## src/sv/sate_pkg.sv

```systemverilog
// shared constants, types and helper functions for the slider attack table entry block
// used by every stage module and by the top level
package sate_pkg;

    localparam logic [63:0] FILE_A_INNER = 64'h0001010101010100;
    localparam logic [63:0] RANK_1_INNER = 64'h000000000000007E;
    localparam logic [63:0] FILE_A       = 64'h0101010101010101;
    localparam logic [63:0] FILE_H       = 64'h8080808080808080;
    localparam logic [63:0] RANK_1       = 64'h00000000000000FF;
    localparam logic [63:0] RANK_8       = 64'hFF00000000000000;
    localparam logic [63:0] BOARD_EDGES  = FILE_A | FILE_H | RANK_1 | RANK_8;

    localparam int          SUBSET_W     = 12;
    localparam logic        CMD_BISHOP   = 1'b0;
    localparam logic        CMD_ROOK     = 1'b1;

    typedef enum logic [2:0] {
        DIR_N,
        DIR_S,
        DIR_E,
        DIR_W,
        DIR_NE,
        DIR_NW,
        DIR_SE,
        DIR_SW
    } t_dir;

    typedef logic [7:0][3:0] t_rank_off;

    function automatic logic [3:0] popcount8(input logic [7:0] v);
        logic [3:0] c;
        c = '0;
        for (int k = 0; k < 8; k++) begin
            c = c + {3'b000, v[k]};
        end
        return c;
    endfunction

    // occluded fill in one direction, then one more step for the attacked squares
    function automatic logic [63:0] ray_attack(input logic [63:0] origin,
                                               input logic [63:0] occ,
                                               input t_dir        dir);
        logic [63:0] gen;
        logic [63:0] pro;
        logic [63:0] keep;
        logic [5:0]  amt;
        logic [5:0]  sh;
        logic        up;
        amt  = 6'd8;
        up   = 1'b1;
        keep = '1;
        case (dir)
            DIR_N:   begin amt = 6'd8; up = 1'b1; keep = '1;      end
            DIR_S:   begin amt = 6'd8; up = 1'b0; keep = '1;      end
            DIR_E:   begin amt = 6'd1; up = 1'b1; keep = ~FILE_A; end
            DIR_W:   begin amt = 6'd1; up = 1'b0; keep = ~FILE_H; end
            DIR_NE:  begin amt = 6'd9; up = 1'b1; keep = ~FILE_A; end
            DIR_NW:  begin amt = 6'd7; up = 1'b1; keep = ~FILE_H; end
            DIR_SE:  begin amt = 6'd7; up = 1'b0; keep = ~FILE_A; end
            DIR_SW:  begin amt = 6'd9; up = 1'b0; keep = ~FILE_H; end
            default: begin amt = 6'd8; up = 1'b1; keep = '1;      end
        endcase
        gen = origin;
        pro = ~occ & keep;
        for (int k = 0; k < 3; k++) begin
            sh  = amt << k;
            gen = gen | (pro & (up ? (gen << sh) : (gen >> sh)));
            pro = pro & (up ? (pro << sh) : (pro >> sh));
        end
        return (up ? (gen << amt) : (gen >> amt)) & keep;
    endfunction

endpackage

```

## src/sv/slider_attack_table_entry.sv

```systemverilog
// slider attack table entry: top level, chains the four pipeline stages
// depends on sate_pkg, sate_mask, sate_rank, sate_deposit, sate_ray
//
// Input channel (i_valid / o_ready) takes one word per accepted edge: piece
// kind i_cmd (0 bishop, 1 rook), origin i_square and occupancy subset number
// i_subset_index. Output channel (o_valid / i_ready) returns one word per
// input word: attacked squares, relevant-occupancy mask and its bit count.
// Four register stages: mask build, rank counts, bit deposit, ray cast.
// A word accepted at one edge goes through the mask build, rank count, bit
// deposit and ray cast registers to the outputs; one word per cycle sustained
// when the receiver keeps up, set by the per-stage handshake, each stage taking
// a new word whenever it is empty or its downstream neighbor takes the word it
// holds. When the receiver stalls the last stage holds its word and the pipeline
// fills up behind it, so up to four words are in flight before o_ready drops;
// nothing is lost or repeated. Reset (synchronous, active low) clears all stage
// valid bits; the data registers are not reset.
module slider_attack_table_entry (
    input  logic        i_clk,
    input  logic        i_rst_n,
    input  logic        i_valid,
    output logic        o_ready,
    input  logic        i_cmd,
    input  logic [5:0]  i_square,
    input  logic [11:0] i_subset_index,
    output logic        o_valid,
    input  logic        i_ready,
    output logic [63:0] o_attack_set,
    output logic [63:0] o_relevant_mask,
    output logic [3:0]  o_relevant_count
);

    logic                s1_valid;
    logic                s1_ready;
    logic                s1_cmd;
    logic [5:0]          s1_square;
    logic [11:0]         s1_subset_index;
    logic [63:0]         s1_mask;

    logic                s2_valid;
    logic                s2_ready;
    logic                s2_cmd;
    logic [5:0]          s2_square;
    logic [11:0]         s2_subset_index;
    logic [63:0]         s2_mask;
    sate_pkg::t_rank_off s2_rank_off;
    logic [3:0]          s2_count;

    logic                s3_valid;
    logic                s3_ready;
    logic                s3_cmd;
    logic [5:0]          s3_square;
    logic [63:0]         s3_mask;
    logic [63:0]         s3_occ;
    logic [3:0]          s3_count;

    sate_mask u_mask (
        .i_clk          (i_clk),
        .i_rst_n        (i_rst_n),
        .i_valid        (i_valid),
        .o_ready        (o_ready),
        .i_cmd          (i_cmd),
        .i_square       (i_square),
        .i_subset_index (i_subset_index),
        .o_valid        (s1_valid),
        .i_ready        (s1_ready),
        .o_cmd          (s1_cmd),
        .o_square       (s1_square),
        .o_subset_index (s1_subset_index),
        .o_mask         (s1_mask)
    );

    sate_rank u_rank (
        .i_clk          (i_clk),
        .i_rst_n        (i_rst_n),
        .i_valid        (s1_valid),
        .o_ready        (s1_ready),
        .i_cmd          (s1_cmd),
        .i_square       (s1_square),
        .i_subset_index (s1_subset_index),
        .i_mask         (s1_mask),
        .o_valid        (s2_valid),
        .i_ready        (s2_ready),
        .o_cmd          (s2_cmd),
        .o_square       (s2_square),
        .o_subset_index (s2_subset_index),
        .o_mask         (s2_mask),
        .o_rank_off     (s2_rank_off),
        .o_count        (s2_count)
    );

    sate_deposit u_deposit (
        .i_clk          (i_clk),
        .i_rst_n        (i_rst_n),
        .i_valid        (s2_valid),
        .o_ready        (s2_ready),
        .i_cmd          (s2_cmd),
        .i_square       (s2_square),
        .i_subset_index (s2_subset_index),
        .i_mask         (s2_mask),
        .i_rank_off     (s2_rank_off),
        .i_count        (s2_count),
        .o_valid        (s3_valid),
        .i_ready        (s3_ready),
        .o_cmd          (s3_cmd),
        .o_square       (s3_square),
        .o_mask         (s3_mask),
        .o_occ          (s3_occ),
        .o_count        (s3_count)
    );

    sate_ray u_ray (
        .i_clk            (i_clk),
        .i_rst_n          (i_rst_n),
        .i_valid          (s3_valid),
        .o_ready          (s3_ready),
        .i_cmd            (s3_cmd),
        .i_square         (s3_square),
        .i_mask           (s3_mask),
        .i_occ            (s3_occ),
        .i_count          (s3_count),
        .o_valid          (o_valid),
        .i_ready          (i_ready),
        .o_attack_set     (o_attack_set),
        .o_relevant_mask  (o_relevant_mask),
        .o_relevant_count (o_relevant_count)
    );

`ifndef ASSERT_OFF
    // carried count agrees with the mask it travels with
    a_count_matches_mask: assert property (@(posedge i_clk) disable iff (!i_rst_n)
        o_valid |-> ($countones(o_relevant_mask) == o_relevant_count))
        else $error("relevant count does not match mask");

    a_count_range: assert property (@(posedge i_clk) disable iff (!i_rst_n)
        o_valid |-> (o_relevant_count <= 4'd12))
        else $error("relevant count above twelve");

    // a slider always reaches at least one square
    a_attack_nonempty: assert property (@(posedge i_clk) disable iff (!i_rst_n)
        o_valid |-> (o_attack_set != 64'd0))
        else $error("empty attack set");

    // attacked squares off the edges must lie on the relevant lines
    a_attack_on_lines: assert property (@(posedge i_clk) disable iff (!i_rst_n)
        o_valid |-> ((o_attack_set & ~o_relevant_mask & ~sate_pkg::BOARD_EDGES) == 64'd0))
        else $error("attack outside relevant lines");

    // occupancy only ever uses mask squares
    a_occ_in_mask: assert property (@(posedge i_clk) disable iff (!i_rst_n)
        s3_valid |-> ((s3_occ & ~s3_mask) == 64'd0))
        else $error("occupancy outside mask");
`endif

endmodule

```

## src/sv/sate_mask.sv

```systemverilog
// stage 1: relevant-occupancy mask from piece kind and origin square
// depends on sate_pkg
module sate_mask (
    input  logic        i_clk,
    input  logic        i_rst_n,
    input  logic        i_valid,
    output logic        o_ready,
    input  logic        i_cmd,
    input  logic [5:0]  i_square,
    input  logic [11:0] i_subset_index,
    output logic        o_valid,
    input  logic        i_ready,
    output logic        o_cmd,
    output logic [5:0]  o_square,
    output logic [11:0] o_subset_index,
    output logic [63:0] o_mask
);

    logic        r_valid;
    logic        r_cmd;
    logic [5:0]  r_square;
    logic [11:0] r_subset_index;
    logic [63:0] r_mask;
    logic [63:0] n_mask;
    logic [63:0] origin;
    logic [63:0] diag;

    assign o_ready = !r_valid || i_ready;
    assign origin  = 64'd1 << i_square;

    always_comb begin
        logic [2:0] rk;
        logic [2:0] fl;
        logic [5:0] bit_sq;
        diag = '0;
        for (int i = 0; i < 64; i++) begin
            bit_sq = i[5:0];
            rk     = bit_sq[5:3];
            fl     = bit_sq[2:0];
            diag[i] = (({1'b0, rk} + {1'b0, i_square[2:0]}) ==
                       ({1'b0, i_square[5:3]} + {1'b0, fl})) ||
                      (({1'b0, rk} + {1'b0, fl}) ==
                       ({1'b0, i_square[5:3]} + {1'b0, i_square[2:0]}));
        end
        if (i_cmd == sate_pkg::CMD_ROOK) begin
            n_mask = ((sate_pkg::FILE_A_INNER << i_square[2:0]) |
                      (sate_pkg::RANK_1_INNER << {i_square[5:3], 3'b000})) & ~origin;
        end else begin
            n_mask = diag & ~origin & ~sate_pkg::BOARD_EDGES;
        end
    end

    always_ff @(posedge i_clk) begin
        if (!i_rst_n) begin
            r_valid <= 1'b0;
        end else if (o_ready) begin
            r_valid <= i_valid;
        end
    end

    always_ff @(posedge i_clk) begin
        if (i_valid && o_ready) begin
            r_cmd          <= i_cmd;
            r_square       <= i_square;
            r_subset_index <= i_subset_index;
            r_mask         <= n_mask;
        end
    end

    assign o_valid        = r_valid;
    assign o_cmd          = r_cmd;
    assign o_square       = r_square;
    assign o_subset_index = r_subset_index;
    assign o_mask         = r_mask;

endmodule

```

## src/sv/sate_rank.sv

```systemverilog
// stage 2: per-rank bit counts of the mask, running rank offsets and total count
// depends on sate_pkg
module sate_rank (
    input  logic                i_clk,
    input  logic                i_rst_n,
    input  logic                i_valid,
    output logic                o_ready,
    input  logic                i_cmd,
    input  logic [5:0]          i_square,
    input  logic [11:0]         i_subset_index,
    input  logic [63:0]         i_mask,
    output logic                o_valid,
    input  logic                i_ready,
    output logic                o_cmd,
    output logic [5:0]          o_square,
    output logic [11:0]         o_subset_index,
    output logic [63:0]         o_mask,
    output sate_pkg::t_rank_off o_rank_off,
    output logic [3:0]          o_count
);

    logic                r_valid;
    logic                r_cmd;
    logic [5:0]          r_square;
    logic [11:0]         r_subset_index;
    logic [63:0]         r_mask;
    sate_pkg::t_rank_off r_rank_off;
    logic [3:0]          r_count;
    sate_pkg::t_rank_off n_rank_off;
    logic [3:0]          n_count;

    assign o_ready = !r_valid || i_ready;

    // offset of a rank is the number of mask bits in all ranks below it
    always_comb begin
        logic [3:0] acc;
        acc = '0;
        for (int r = 0; r < 8; r++) begin
            n_rank_off[r] = acc;
            acc = acc + sate_pkg::popcount8(i_mask[r*8 +: 8]);
        end
        n_count = acc;
    end

    always_ff @(posedge i_clk) begin
        if (!i_rst_n) begin
            r_valid <= 1'b0;
        end else if (o_ready) begin
            r_valid <= i_valid;
        end
    end

    always_ff @(posedge i_clk) begin
        if (i_valid && o_ready) begin
            r_cmd          <= i_cmd;
            r_square       <= i_square;
            r_subset_index <= i_subset_index;
            r_mask         <= i_mask;
            r_rank_off     <= n_rank_off;
            r_count        <= n_count;
        end
    end

    assign o_valid        = r_valid;
    assign o_cmd          = r_cmd;
    assign o_square       = r_square;
    assign o_subset_index = r_subset_index;
    assign o_mask         = r_mask;
    assign o_rank_off     = r_rank_off;
    assign o_count        = r_count;

endmodule

```

## src/sv/sate_deposit.sv

```systemverilog
// stage 3: deposits the subset number into the mask bits to form the occupancy
// depends on sate_pkg
module sate_deposit (
    input  logic                i_clk,
    input  logic                i_rst_n,
    input  logic                i_valid,
    output logic                o_ready,
    input  logic                i_cmd,
    input  logic [5:0]          i_square,
    input  logic [11:0]         i_subset_index,
    input  logic [63:0]         i_mask,
    input  sate_pkg::t_rank_off i_rank_off,
    input  logic [3:0]          i_count,
    output logic                o_valid,
    input  logic                i_ready,
    output logic                o_cmd,
    output logic [5:0]          o_square,
    output logic [63:0]         o_mask,
    output logic [63:0]         o_occ,
    output logic [3:0]          o_count
);

    logic        r_valid;
    logic        r_cmd;
    logic [5:0]  r_square;
    logic [63:0] r_mask;
    logic [63:0] r_occ;
    logic [3:0]  r_count;
    logic [63:0] n_occ;

    assign o_ready = !r_valid || i_ready;

    // rank of a mask bit = rank offset plus mask bits below it in the same rank
    always_comb begin
        logic [7:0] row;
        logic [7:0] below;
        logic [4:0] pos;
        logic [5:0] bit_sq;
        n_occ = '0;
        for (int i = 0; i < 64; i++) begin
            bit_sq = i[5:0];
            row    = i_mask[{bit_sq[5:3], 3'b000} +: 8];
            below  = row & ((8'd1 << bit_sq[2:0]) - 8'd1);
            pos    = {1'b0, i_rank_off[bit_sq[5:3]]} +
                     {1'b0, sate_pkg::popcount8(below)};
            n_occ[i] = i_mask[i] && (pos < 5'(sate_pkg::SUBSET_W)) &&
                       i_subset_index[pos[3:0]];
        end
    end

    always_ff @(posedge i_clk) begin
        if (!i_rst_n) begin
            r_valid <= 1'b0;
        end else if (o_ready) begin
            r_valid <= i_valid;
        end
    end

    always_ff @(posedge i_clk) begin
        if (i_valid && o_ready) begin
            r_cmd    <= i_cmd;
            r_square <= i_square;
            r_mask   <= i_mask;
            r_occ    <= n_occ;
            r_count  <= i_count;
        end
    end

    assign o_valid  = r_valid;
    assign o_cmd    = r_cmd;
    assign o_square = r_square;
    assign o_mask   = r_mask;
    assign o_occ    = r_occ;
    assign o_count  = r_count;

endmodule

```

## src/sv/sate_ray.sv

```systemverilog
// stage 4: casts the four rays against the occupancy, output register of the block
// depends on sate_pkg
module sate_ray (
    input  logic        i_clk,
    input  logic        i_rst_n,
    input  logic        i_valid,
    output logic        o_ready,
    input  logic        i_cmd,
    input  logic [5:0]  i_square,
    input  logic [63:0] i_mask,
    input  logic [63:0] i_occ,
    input  logic [3:0]  i_count,
    output logic        o_valid,
    input  logic        i_ready,
    output logic [63:0] o_attack_set,
    output logic [63:0] o_relevant_mask,
    output logic [3:0]  o_relevant_count
);

    logic        r_valid;
    logic [63:0] r_attack_set;
    logic [63:0] r_relevant_mask;
    logic [3:0]  r_relevant_count;
    logic [63:0] n_attack_set;
    logic [63:0] origin;

    assign o_ready = !r_valid || i_ready;
    assign origin  = 64'd1 << i_square;

    always_comb begin
        if (i_cmd == sate_pkg::CMD_ROOK) begin
            n_attack_set = sate_pkg::ray_attack(origin, i_occ, sate_pkg::DIR_N) |
                           sate_pkg::ray_attack(origin, i_occ, sate_pkg::DIR_S) |
                           sate_pkg::ray_attack(origin, i_occ, sate_pkg::DIR_E) |
                           sate_pkg::ray_attack(origin, i_occ, sate_pkg::DIR_W);
        end else begin
            n_attack_set = sate_pkg::ray_attack(origin, i_occ, sate_pkg::DIR_NE) |
                           sate_pkg::ray_attack(origin, i_occ, sate_pkg::DIR_NW) |
                           sate_pkg::ray_attack(origin, i_occ, sate_pkg::DIR_SE) |
                           sate_pkg::ray_attack(origin, i_occ, sate_pkg::DIR_SW);
        end
    end

    always_ff @(posedge i_clk) begin
        if (!i_rst_n) begin
            r_valid <= 1'b0;
        end else if (o_ready) begin
            r_valid <= i_valid;
        end
    end

    always_ff @(posedge i_clk) begin
        if (i_valid && o_ready) begin
            r_attack_set     <= n_attack_set;
            r_relevant_mask  <= i_mask;
            r_relevant_count <= i_count;
        end
    end

    assign o_valid          = r_valid;
    assign o_attack_set     = r_attack_set;
    assign o_relevant_mask  = r_relevant_mask;
    assign o_relevant_count = r_relevant_count;

endmodule

```

## config.mk

```make
export PLATFORM = sky130hd
export DESIGN_NAME = slider_attack_table_entry
export DESIGN_NICKNAME = d
export VERILOG_FILES = /design/src/sv/sate_pkg.sv /design/src/sv/slider_attack_table_entry.sv /design/src/sv/sate_mask.sv /design/src/sv/sate_rank.sv /design/src/sv/sate_deposit.sv /design/src/sv/sate_ray.sv
export SDC_FILE = /design/constraint.sdc
export NUM_CORES = 1
export LEC_CHECK = 0
export BUFFER_PORTS_ARGS = -buffer_cell sky130_fd_sc_hd__buf_2
export CAP_MARGIN = 40
export CORE_MARGIN = 5
export CORE_UTILIZATION = 45
export DETAILED_ROUTE_END_ITERATION = 10
export PLACE_DENSITY = 0.65
export SKIP_CTS_REPAIR_TIMING = 1
export SLEW_MARGIN = 40
export SYNTH_ARGS = -nofsm -noshare
export SYNTH_HDL_FRONTEND = slang
export SYNTH_HIERARCHICAL = 1
export SYNTH_SLANG_ARGS = --single-unit
```

## constraint.sdc

```tcl
create_clock -name i_clk -period 13 [get_ports i_clk]
set_input_delay 0.65 -clock i_clk [delete_from_list [all_inputs] [get_ports i_clk]]
set_output_delay 0.65 -clock i_clk [all_outputs]
set_load 0.02 [all_outputs]
```

# --- Word-level counts from Yosys, hierarchy flattened ---
# Index checks and enable logic that the tools add are counted.
# Widths: inputs -> output; s select.
totals:
  regBits: 473
op_classes:
  n_eq_ne: 67
  mux: 189
  order_cmp: 126
  shifts: 90
  n_addsub: 174
  reduce_logical: 195
  n_bitwise: 88
op_table:
  columns: ["operator", "count"]
  rows:
  - ["$and 64x64->64", 54]
  - ["$mux 64", 54]
  - ["$shl 64x6->64", 43]
  - ["$shr 64x6->64", 43]
  - ["$or 64x64->64", 31]
  - ["$add 4x1->4", 86]
  - ["$lt 4x5->1 const B", 62]
  - ["$bmux 1 s4", 62]
  - ["$lt 5x4->1 const B", 49]
  - ["$add 4x4->5", 42]
  - ["$eq 4x4->1", 41]
  - ["$logic_and 1x1->1", 131]
  - ["$not 64->64", 2]
  - ["$shl 1x6->64 const A", 2]
  - ["$mux 1", 68]
  - ["$shl 49x3->64 const A", 1]
  - ["$shl 7x6->64 const A", 1]
  - ["$logic_or 1x1->1", 59]
  - ["$and 55x55->55", 1]
  - ["$mux 55", 1]
  - ["$lt 4x4->1 const B", 13]
  - ["$add 4x1->5", 7]
  - ["$add 1x1->2", 16]
  - ["$add 4x4->4", 7]
  - ["21 further kinds", 53]

# --- Logic depth before layout (Yosys ltp) ---
# Gate-level depths: netlist of run 1.
depth:
  ltp_word: 20
  mapped_depth: 47
  mapped_depth_nobuf: 46

# --- Hierarchy ---
# The synthesis of run 1 kept the hierarchy.
modules_own_cells:
  columns: ["mod", "seq_area_each_um2", "instances", "cells_per_inst", "area_each_um2"]
  rows:
  - ["sate_deposit", 4194.0, 1, 1685, 19601.3]
  - ["sate_ray", 3983.8, 1, 1327, 10774.1]
  - ["sate_rank", 3473.3, 1, 311, 5430.2]
  - ["sate_mask", 2392.3, 1, 447, 4837.1]

# --- Worst setup path after synthesis of run 1 ---
# Ideal clock, no wire load.
synth_timing:
  path_kind: "flip-flop to flip-flop"
  from: "register u_mask.r_mask[1] (netlist: u_mask/o_mask[1])"
  to: "register u_rank.r_count[3] (netlist: u_rank/o_count[3]) (data pin)"
  period_less_slack_ns: 13.513
  slack_ns: -0.513
  n_path_buf: 0
  setup_ns: 0.261
  arrival_ns: 13.252
  stages_incl_launch_ff: 47
  required_time_ns: 12.739
  path_cell_list: "edfxtp_1 fa_1 inv_1 fa_1 fa_1 inv_1 ha_1 inv_1 fa_1 fa_1 fa_1 inv_1 fa_1 inv_1 fa_1 inv_1 fa_1 inv_1 [11 not listed] fa_1 fa_1 inv_1 fa_1 inv_1 fa_1 inv_1 fa_1 inv_1 fa_1 fa_1 inv_1 fa_1 a21o_1 a21oi_1 xnor2_1 xnor2_1 xnor2_1"
synth_lines:
  columns: ["element", "line", "source"]
  rows:
  - ["start: declaration", "sate_mask.sv:23", "logic [63:0] r_mask;"]
  - ["start signal: assignment", "sate_mask.sv:66", "r_mask <= n_mask;"]
  - ["end signal: assignment", "sate_rank.sv:60", "r_count <= n_count;"]
  - ["end: declaration", "sate_rank.sv:28", "logic [3:0] r_count;"]

==> flow_summary.json, run 1 <==
{
  "required_ns": 13.37,
  "multiInputGateArea_um2": 23960,
  "period_share_pct": 108.5,
  "fp.dieH_um": 307.2,
  "crit_arrival_ns": 14.47,
  "seq_power_share_pct": 17.8,
  "slew_violations": 0,
  "critPathCaptureType": "flip-flop",
  "core_area_um2": 87970,
  "clock_path_buffers": 3,
  "post_synth_instance_area_um2": 39750,
  "part_of_the_total_power_dissipated_in_the_clock_network_pct": 9.3,
  "root_buffer": "clkbuf_16",
  "cts.clk_slew.worst_paths_ns": 0.06,
  "drt_iter0_markers": 4295,
  "syn_area_per_cell_um2": 10.76,
  "dpl-instance-area_um2": 41490,
  "sw_frac_of_total_pct": 40.54,
  "timing.hold.ws_ns": 0.1813,
  "routed_wirelength_um": 137600,
  "rows": 109,
  "cts_sinks": 465,
  "layout.core_utilization_pct": 49.23,
  "failed_checks": "setup timing",
  "most_frequent_standard_cell_in_the_layout_excluding_fill_and_tap_cells": "edfxtp_1",
  "initial_utilization_pct": 45.19,
  "detailroute.via_count": 32405,
  "cellPowerDensity_nw_per_um2": 369.1,
  "timing_hold_violations_final": 0,
  "die_area_um2": 94380,
  "globalRouteOverflowTotal": 0,
  "yosys_warnings": 6,
  "h-tree-depth": 2,
  "preCtsSetupSlack_ns": -1.291,
  "timing.critical_path.slowest_cell_delay_ns": 0.57,
  "tritoncts_clock_tree": "done",
  "setup.worst_path.class": "reg -> reg",
  "upper_clock_frequency_limit_ghz": 0.07092,
  "p_comb_share_pct": 72.9,
  "rsz_0062_raised_after_global_routing": "yes",
  "layout.cells.most_common_list": "edfxtp_1 (461), ha_1 (309), nor2_1 (240), a21oi_1 (238), nand2_1 (230)",
  "synthesis.instances": 3694,
  "timing.setup.tns_ns": -3.516,
  "period_needed_ns": 14.10,
  "drtPass1Iterations": 8,
  "slew_headroom_pct": 34.90,
  "vdd_drop_max_mv": 1.929,
  "drc": 0,
  "num-nets-final": 4145,
  "die_w_um": 307.2,
  "hold_path_class": "in -> reg",
  "final_area_um2": 43310,
  "worstMarginPinSlew_ns": 0.9662,
  "p_switching_mw": 6.479,
  "run_status": "finished, violations left",
  "final_worst_setup_slack_ns": -1.101,
  "setup_viol_count_final": 4,
  "worstSkewPairLatency_ns": 0.65,
  "num_io_pins": 157,
  "global_route.usage.total_pct": 28.15,
  "total_cts_buffers": 52,
  "max-cap-violations": 0,
  "p_int_mw": 9.505,
  "buffer_ports.inserted": 156,
  "antenna_found_initial": 4,
  "globalplace.congestion": 1.060,
  "cp_common_cell": "fa_1",
  "worstPathMaxFanout": 2,
  "antenna_left": 0,
  "areaGrowthSynthToFinish_pct": 8.948,
  "grt_start_max_net_pins": 70,
  "drt-wirelength-per-cell_um": 27.93,
  "post_route_cells_drive_above_1_share_pct": 16.17,
  "grt_pass1_wl_um": 203600,
  "avg_vias_per_cell": 6.580,
  "first_global_vias": 31294,
  "timing.critical_path.slowest_stage_cell": "fa_2",
  "n_fill_cell": 7971,
  "power.static_leakage_nw": 16.38,
  "sequential_cell_area_in_the_final_layout_um2": 13920,
  "placed_wire_length_estimate_after_detailed_placement_um": 95710,
  "critPathLaunchType": "flip-flop",
  "clock_skew_ns": 0.02805
}
state kept, by name, indices dropped and copies added (netlist names), 4 cells and up:
register                count
u_mask/o_subset_index      12
u_deposit/o_square          6
u_rank/o_subset_index      12
u_mask/o_mask              60
u_rank/o_mask              64
u_deposit/o_mask           64
u_ray/o_relevant_mask      64
u_deposit/o_occ            60
u_ray/o_attack_set         64
u_rank/o_square             6
u_ray/o_relevant_count      4
u_rank/o_rank_off          28
u_mask/o_square             6
u_deposit/o_count           4
u_rank/o_count              4
critical path, delay by kind of cell (launching register included):
family | cells | cell delay [ns]
compound gates | 2 | 0.35
xor+xnor | 3 | 0.43
fa+ha+maj | 25 | 11.86
buf+inv | 16 | 0.77
flops | 1 | 0.41
routing by layer:
metal | global-route usage [%] | vias up | wire (um)
met2 | 44.05 | 2207 | 61500
met4 | 12.46 | 2 | 7716
met1 | 37.76 | 15710 | 53090
li1 | - | 13958 | -
met5 | 0 | - | 12
met3 | 6.430 | 528 | 15250
stage by stage:
| stage | instances | power [mW] |
|---|---|---|
| final | 4925 | 15.98 |
| after global routing | 4924 | 17.15 |
| after CTS | 4918 | 15.62 |
| after detailed placement | 4823 | 14.06 |
| after global placement | 4820 | 13.78 |
| after floorplan | 3700 | 11.15 |
final cells by class:
class                   instances  area share, %
multi-input cells            2742          55.32
flip-flops and latches        465          32.15
well taps                    1165          3.366
repair buffers                239          3.351
clock buffers                  66          3.126
inverters                     218          1.889
clock inverters                29         0.7974
diodes                          1       0.005778
power groups by stage:
stage                     registers, mW  logic (mW)  clock network, mW
after floorplan                    2.70        8.45                  0
after global placement             2.88        10.9                  0
after detailed placement           2.85        11.2                  0
after CTS                          2.84        11.3               1.52
after global routing               2.85        12.7               1.58
final                              2.85        11.7               1.48
worst paths after layout:
path                                   from                             endpoint  slack (ns)  cells past startpoint
max          u_mask/o_mask[1]$_SDFFCE_PN0P_          u_rank/o_count[3]$_DFFE_PP_       -1.10                     46
max reg2reg  u_mask/o_mask[1]$_SDFFCE_PN0P_          u_rank/o_count[3]$_DFFE_PP_       -1.10                     46
min                       i_subset_index[4]   u_mask/o_subset_index[4]$_DFFE_PP_        0.18                      1
min reg2reg  u_deposit/o_mask[11]$_DFFE_PP_  u_ray/o_relevant_mask[11]$_DFFE_PP_        0.40                      0
(Power assumes the default switching activity.)
==> run 2, diff against run 1 <==
==> constraint.sdc (replaced) <==
create_clock -name i_clk -period 12.65 [get_ports i_clk]
set_input_delay 0.6325 -clock i_clk [delete_from_list [all_inputs] [get_ports i_clk]]
set_output_delay 0.6325 -clock i_clk [all_outputs]
set_load 0.02 [all_outputs]
==> run 2 against run 1 <==
Compared with the run above: clock power up 5%; the run still ends with setup timing left; count of clock-buffer cells in the layout is 4 lower; first-iteration DRC count fell by 4.2%; largest power group unchanged.
==> flow_summary.json, run 2 (same netlist as run 1, synthesis figures left out) <==
{
  "upper_clock_frequency_limit_ghz": 0.07051,
  "worstPathMaxFanout": 2,
  "areaGrowthSynthToFinish_pct": 9.062,
  "timing.critical_path.depth": 46,
  "layout.core_utilization_pct": 49.29,
  "placed_wire_length_estimate_after_detailed_placement_um": 95640,
  "setup_viol_count_final": 5,
  "slew_violations": 0,
  "globalRouteOverflowTotal": 0,
  "ff2ff_path_depth": 46,
  "period_needed_ns": 14.18,
  "rows": 109,
  "globalplace.congestion": 1.038,
  "first_global_vias": 31227,
  "routed_wirelength_um": 138600,
  "worstSkewPairLatency_ns": 0.69,
  "worstSetupEndpoint": "u_rank/o_count[3]$_DFFE_PP_",
  "reg2reg_setup_slack_ns": -1.53,
  "worstMarginPinSlew_ns": 0.9139,
  "buffer_ports.inserted": 156,
  "num-nets-final": 4150,
  "total_cts_buffers": 54,
  "clock_path_buffers": 3,
  "multiInputGateArea_um2": 23950,
  "vdd_drop_max_mv": 1.320,
  "crit_arrival_ns": 14.59,
  "grt_pass1_wl_um": 204400,
  "timing.setup.tns_ns": -5.245,
  "tritoncts_clock_tree": "done",
  "worstReg2RegEnd": "u_rank/o_count[3]$_DFFE_PP_",
  "cp_num_buf_inv": 16,
  "most_frequent_standard_cell_in_the_layout_excluding_fill_and_tap_cells": "edfxtp_1",
  "die_w_um": 307.2,
  "hold_path_depth": 1,
  "drt-wirelength-per-cell_um": 28.09,
  "layout.cells.most_common_list": "edfxtp_1 (461), ha_1 (309), nor2_1 (240), a21oi_1 (237), nand2_1 (230)",
  "fp.dieH_um": 307.2,
  "post_route_cells_drive_above_1_share_pct": 16.33,
  "run_status": "finished, violations left",
  "detailroute.via_count": 32310,
  "timing.critical_path.slowest_cell_delay_ns": 0.58,
  "root_buffer": "clkbuf_16",
  "rsz_0062_raised_after_global_routing": "yes",
  "cts.clk_slew.worst_paths_ns": 0.06,
  "failed_checks": "setup timing",
  "timing.critical_path.slowest_stage_cell": "fa_2",
  "cts_sinks": 465,
  "drt_iter0_markers": 4114,
  "preCtsSetupSlack_ns": -1.662,
  "clock_skew_ns": 0.03738,
  "slew_headroom_pct": 38.51,
  "setup.worst_path.class": "reg -> reg",
  "path_delay_family": "adder cells",
  "critPathCaptureType": "flip-flop",
  "num_io_pins": 157,
  "power.static_leakage_nw": 16.43,
  "critPathLaunchType": "flip-flop",
  "sequential_cell_area_in_the_final_layout_um2": 13920,
  "cp_common_cell": "fa_1",
  "h-tree-depth": 2,
  "period_share_pct": 112.1,
  "global_route.usage.total_pct": 28.34,
  "grt_start_max_net_pins": 70,
  "antenna_found_initial": 6,
  "drc": 0,
  "drtPass1Iterations": 8,
  "cellPowerDensity_nw_per_um2": 357.0,
  "timing_hold_violations_final": 0,
  "crit_reg_reg_startpoint": "u_mask/o_mask[1]$_SDFFCE_PN0P_",
  "max-cap-violations": 0,
  "crit_start": "u_mask/o_mask[1]$_SDFFCE_PN0P_",
  "final_worst_setup_slack_ns": -1.532,
  "required_ns": 13.06,
  "core_area_um2": 87970,
  "avg_vias_per_cell": 6.551,
  "die_area_um2": 94380,
  "initial_utilization_pct": 45.19,
  "antenna_left": 0,
  "n_fill_cell": 7932,
  "hold_path_class": "in -> reg"
}
[run 2: cell count changes in the layout (fill, tap and decap cells not counted), moves of 3 or more]
cell	delta
clkbuf_1	-6
clkinvlp_4	-4
buf_4	+3
inv_6	+3
clkinv_1	+6
[run 2: area by class of cell]
type                       instances  share of cell area [%]
clock buffer                      62                   3.186
sequential                       465                   32.12
inverter                         218                   1.887
timing repair buffer             242                   3.380
multi-input combinational       2742                   55.24
tap                             1165                   3.362
clock inverter                    37                  0.8196
antenna                            1                0.005772
[run 2: layer usage]
metal,vias up,wire [um],part of all wire (%),GRT usage [%]
li1,13965,-,-,-
met1,15630,53920,39,37.81
met2,2175,61720,45,44.19
met3,536,14550,10,6.086
met4,4,8341,6.0,13.94
met5,-,28,0.020,0
[run 2: how the worst min path moves through the flow]
stage	slack (ns)	endpoint	start
2_1_floorplan	0.40	u_deposit/o_cmd$_DFFE_PP_	u_rank/o_cmd$_DFFE_PP_
3_3_place_gp	0.40	u_rank/o_subset_index[9]$_DFFE_PP_	u_mask/o_subset_index[9]$_DFFE_PP_
3_5_place_dp	0.40	u_rank/o_subset_index[10]$_DFFE_PP_	u_mask/o_subset_index[10]$_DFFE_PP_
4_1_cts	0.1	u_mask/o_subset_index[8]$_DFFE_PP_	i_subset_index[8]
5_1_grt	0.11	u_mask/o_subset_index[0]$_DFFE_PP_	i_subset_index[0]
6_report	0.14	u_mask/o_subset_index[8]$_DFFE_PP_	i_subset_index[8]
[run 2: report_power, final]
group	switching [mW]	internal (mW)	leakage [nW]	total (mW)
Sequential	0.327	2.53	4.38	2.85
Combinational	5.28	5.79	11.2	11.1
Clock	0.697	0.857	0.844	1.55
Total	6.31	9.17	16.4	15.5
[run 2: stage by stage]
stage | instances | hold slack, ns | total power, mW | area, um2
final | 4932 | 0.1398 | 15.48 | 43350
after global routing | 4931 | 0.1054 | 16.60 | 43350
after CTS | 4926 | 0.09650 | 15.78 | 43240
after detailed placement | 4827 | 0.4045 | 14.18 | 41500
after global placement | 4827 | 0.4013 | 13.87 | 41480
after floorplan | 3700 | 0.4003 | 11.43 | 39780
